## src/rtl/msort_pkg.sv

```systemverilog
// Shared constants and control/status types for the merge sort engine.
`timescale 1ns / 1ps

package msort_pkg;

  localparam int unsigned MaxItems   = 64;
  localparam int unsigned ValueWidth = 32;
  localparam int unsigned IdxW       = $clog2(MaxItems);
  localparam int unsigned CntW       = $clog2(MaxItems + 1);
  localparam int unsigned SumW       = CntW + 1;

  typedef logic [ValueWidth-1:0] value_t;
  typedef logic [IdxW-1:0]       idx_t;
  typedef logic [CntW-1:0]       cnt_t;
  typedef logic [SumW-1:0]       sum_t;

  // Commands from the controller to the datapath.
  typedef struct packed {
    logic load;        // store the input beat (or flag overflow when full)
    logic sort_init;   // width 1, first run, primary buffer is source
    logic run_start;   // latch run bounds and fetch the two run heads
    logic merge_step;  // move one value into the destination buffer
    logic run_next;    // advance to the next pair of runs
    logic pass_next;   // double the run width and swap buffers
    logic emit_init;   // fetch the first sorted value
    logic emit_adv;    // fetch the next sorted value
    logic clear_set;   // drop the count and overflow flag
  } msort_cmd_t;

  // Status from the datapath to the controller.
  typedef struct packed {
    logic sort_done;   // run width covers the whole set
    logic runs_done;   // no runs left in this pass
    logic run_last;    // current merge step writes the last value of the run
    logic emit_last;   // value on the output is the final one of the set
  } msort_status_t;

endpackage

```

## src/rtl/msort_ctrl.sv

```systemverilog
// Sequencer for loading, merge passes and emission of the sorted set.
`timescale 1ns / 1ps

module msort_ctrl (
  input  logic                     clk_i,
  input  logic                     rst_ni,
  input  logic                     in_valid_i,
  input  logic                     in_last_i,
  input  logic                     out_ready_i,
  input  msort_pkg::msort_status_t status_i,
  output logic                     in_ready_o,
  output logic                     out_valid_o,
  output msort_pkg::msort_cmd_t    cmd_o
);

  typedef enum logic [4:0] {
    ST_LOAD  = 5'b00001,
    ST_PASS  = 5'b00010,
    ST_RUN   = 5'b00100,
    ST_MERGE = 5'b01000,
    ST_EMIT  = 5'b10000
  } state_e;

  state_e state_q, state_d;

  always_comb begin
    state_d     = state_q;
    cmd_o       = '0;
    in_ready_o  = 1'b0;
    out_valid_o = 1'b0;
    unique case (state_q)
      ST_LOAD: begin
        in_ready_o = 1'b1;
        if (in_valid_i) begin
          cmd_o.load = 1'b1;
          if (in_last_i) begin
            cmd_o.sort_init = 1'b1;
            state_d         = ST_PASS;
          end
        end
      end
      ST_PASS: begin
        if (status_i.sort_done) begin
          cmd_o.emit_init = 1'b1;
          state_d         = ST_EMIT;
        end else begin
          state_d = ST_RUN;
        end
      end
      ST_RUN: begin
        if (status_i.runs_done) begin
          cmd_o.pass_next = 1'b1;
          state_d         = ST_PASS;
        end else begin
          cmd_o.run_start = 1'b1;
          state_d         = ST_MERGE;
        end
      end
      ST_MERGE: begin
        cmd_o.merge_step = 1'b1;
        if (status_i.run_last) begin
          cmd_o.run_next = 1'b1;
          state_d        = ST_RUN;
        end
      end
      ST_EMIT: begin
        out_valid_o = 1'b1;
        if (out_ready_i) begin
          if (status_i.emit_last) begin
            cmd_o.clear_set = 1'b1;
            state_d         = ST_LOAD;
          end else begin
            cmd_o.emit_adv = 1'b1;
          end
        end
      end
      default: state_d = ST_LOAD;
    endcase
  end

  always_ff @(posedge clk_i or negedge rst_ni) begin
    if (!rst_ni) begin
      state_q <= ST_LOAD;
    end else begin
      state_q <= state_d;
    end
  end

endmodule

```

## config.mk

```make
export PLATFORM = sky130hd
export DESIGN_NAME = msort_ctrl
export DESIGN_NICKNAME = d
export VERILOG_FILES = /design/src/rtl/msort_pkg.sv /design/src/rtl/msort_ctrl.sv
export SDC_FILE = /design/constraint.sdc
export NUM_CORES = 1
export LEC_CHECK = 0
export ABC_CLOCK_PERIOD_IN_PS = 1400
export BUFFER_PORTS_ARGS = -buffer_cell sky130_fd_sc_hd__buf_2
export CAP_MARGIN = 20
export CORE_AREA = 5 5 42 44
export DETAILED_ROUTE_END_ITERATION = 6
export DIE_AREA = 0 0 47 49
export PLACE_DENSITY = 0.64
export SLEW_MARGIN = 20
export SYNTH_ARGS = -nofsm -noshare
export SYNTH_HDL_FRONTEND = slang
export SYNTH_SLANG_ARGS = --single-unit
```

## constraint.sdc

```tcl
create_clock -name clk_i -period 1.4 [get_ports clk_i]
set_clock_uncertainty 0.1 [all_clocks]
set_input_delay 0 -clock clk_i [delete_from_list [all_inputs] [get_ports clk_i]]
set_output_delay 0 -clock clk_i [all_outputs]
set_load 0.1 [all_outputs]
```

==> results.json <==
{
  "grt_pass1_vias": 717,
  "grt.overflow.total": 0,
  "end_kind": "primary output",
  "max_cap_violations": 0,
  "clk_latency_ps": 260,
  "synth_cell_types": 34,
  "r2r_end": "state_q[1]$_DFFE_PN0P_",
  "power_density_nw_per_um2": 1894,
  "grt_pass1_wl_um": 3539,
  "gp_congestion": 0.8477,
  "synthToLayoutAreaGrowth_pct": 177.7,
  "syn_area_um2": 454.2,
  "whs_endpoint": "state_q[3]$_DFFE_PN0P_",
  "maxSlewViolCount": 0,
  "root_buffer": "clkbuf_4",
  "fin_crit_ps": 1715,
  "yosysWarningCount": 0,
  "status": "complete, but fails checks",
  "dp_slack_ps": -110.2,
  "finalPower_w": 0.002389,
  "critical_path_arrival_ps": 1620,
  "peakVddDrop_mv": 2.031,
  "r2r_slack_ps": -190,
  "ioPinCount": 20,
  "whs_path_depth": 3,
  "start_util": 0.3241,
  "fill_cells": 55,
  "cts.path.max_buffers": 2,
  "dp.cells": 96,
  "place.port_buffers": 19,
  "n_antenna_cell": 0,
  "dp_hpwl_um": 1108,
  "final_common_cell": "buf_4",
  "largest-register": "state_q",
  "die_area_um2": 2303,
  "yosysSeqAreaShare": 0.2782,
  "die_h_um": 49,
  "min_path_type": "in2reg",
  "cts-buffers-inserted": 3,
  "required_ps": 1300,
  "top_regs": "state_q: 5 flops",
  "ant_nets": 0,
  "drt-wirelength-per-cell_um": 19.66,
  "clk_pin_slew_ps": 60,
  "wl_um": 2516,
  "crit_type": "reg2out",
  "vias": 697,
  "synth_nets": 61,
  "final-hold-violation-count": 0,
  "routed_via_density": 5.445,
  "clkSinkCount": 5,
  "drc": 0,
  "drive_gt1_frac": 0.8125,
  "fin_hold_ws_ps": 36.19,
  "setup_ws_ps": -315.2,
  "avgSynthCellArea_um2": 8.734,
  "layout.cells.non_filler": 128,
  "ys_ff_latch": 5,
  "tightest_slew_ps": 467.4,
  "ff2ff_path_depth": 6,
  "max-slew-margin-rel": 0.6856,
  "track_usage": 0.2187,
  "tritoncts": "done",
  "htree_levels": 1,
  "antenna_found_initial": 0,
  "fin_crit_sh": 1.225,
  "syn-instance-count": 52,
  "violations": "negative setup slack",
  "synthArstFlopShare": 1.000,
  "grt_start_max_net_pins": 10,
  "drtIter0Drc": 14,
  "setup_violations": 15,
  "fin_nets": 122,
  "reg2reg_from": "state_q[1]$_DFFE_PN0P_",
  "crit_path_max_fanout": 3,
  "die_x_um": 47,
  "synth_ff_type": "dfrtp_1",
  "synth_edf_count": 0,
  "core.rowCount": 14,
  "power_leakage_nw": 0.5573,
  "crit_path_start_kind": "flip-flop",
  "largest_reg_flops": 5,
  "hp-start": "status_i[1]",
  "final_cell_mix": "25 x buf_4, 13 x buf_6, 11 x buf_12",
  "rsz0062_at_grt": "true",
  "coreArea_um2": 1401,
  "drt_first_pass_iters": 4,
  "fmax_ghz": 0.5830
}
[cell usage after synthesis (2+ instances only)]
library cell	number	area [um2]
nor2_1	6	22.52
dfrtp_1	4	100.1
and3_1	4	25.02
nand2_1	3	11.26
buf_4	2	15.01
nor3_1	2	10.01
and2_1	2	12.51
a21oi_1	2	10.01
buf_2	2	10.01
[repair_timing]
action	CTS	global route
endpoints found under the hold margin	6	0
endpoints found under the setup margin	14	15
setup buffers	15	11
gates resized for setup	30	9
pin swaps	17	13
cloned	0	0
hold buffers	4	0
[how the worst max path moves through the flow]
stage                           start                endpoint  slack (ps)
2_1_floorplan  state_q[4]$_DFFE_PN0P_                cmd_o[4]        -910
3_3_place_gp   state_q[0]$_DFFE_PN1P_  state_q[1]$_DFFE_PN0P_         -70
3_5_place_dp   state_q[0]$_DFFE_PN1P_  state_q[1]$_DFFE_PN0P_        -110
4_1_cts        state_q[1]$_DFFE_PN0P_                cmd_o[4]        -300
5_1_grt        state_q[1]$_DFFE_PN0P_                cmd_o[4]        -370
6_report       state_q[1]$_DFFE_PN0P_                cmd_o[4]        -320
[power by group]
group | total [W] | internal (W) | leakage (nW) | switching [W]
clock | 0.000192 | 0.000109 | 0.0150 | 0.0000829
sequential | 0.000262 | 0.000197 | 0.0615 | 0.0000655
combinational | 0.00193 | 0.000989 | 0.481 | 0.000945
[logic make-up after synthesis]
group                     Yosys count  share of synthesized area
and+or+nand+nor                    30                     0.4215
muxes                               1                    0.02479
buffers and inverters               5                    0.07988
DFF                                 5                     0.2783
AOI/OAI and AO/OA                  10                     0.1763
xor gates and xnor gates            1                    0.01929
[metrics by stage]
step,cell area [um2],TNS [ps],util
finish,1261,-3176,0.9000
global route,1261,-3919,0.9000
CTS,1151,-2510,0.8214
detailed placement,855.8,-420.7,0.6107
global placement,855.8,-287.5,0.6107
floorplan,516.7,-2350,-
[critical path: stages (launching register included)]
cell and delay (ps):
dfrtp_1 440, or3_4 370, nor3b_4 200, and2_4 180
buf_12 160
[area by class of cell]
cell class              count  area [um2]  area share
multi-input cells          42       451.7      0.3581
repair buffers             61       634.4      0.5030
clock buffers               4       26.28     0.02083
well taps                  16       20.02     0.01587
flip-flops and latches      5       128.9      0.1022
[routing by layer]
layer,up-vias,global-route usage,wire length [um]
li1,312,-,-
met1,339,0.2388,931
met2,31,0.3665,1354
met3,15,0.03321,82
met4,0,0.1429,146
met5,-,0,0
Note: power is estimated with default switching activity, not from simulation.
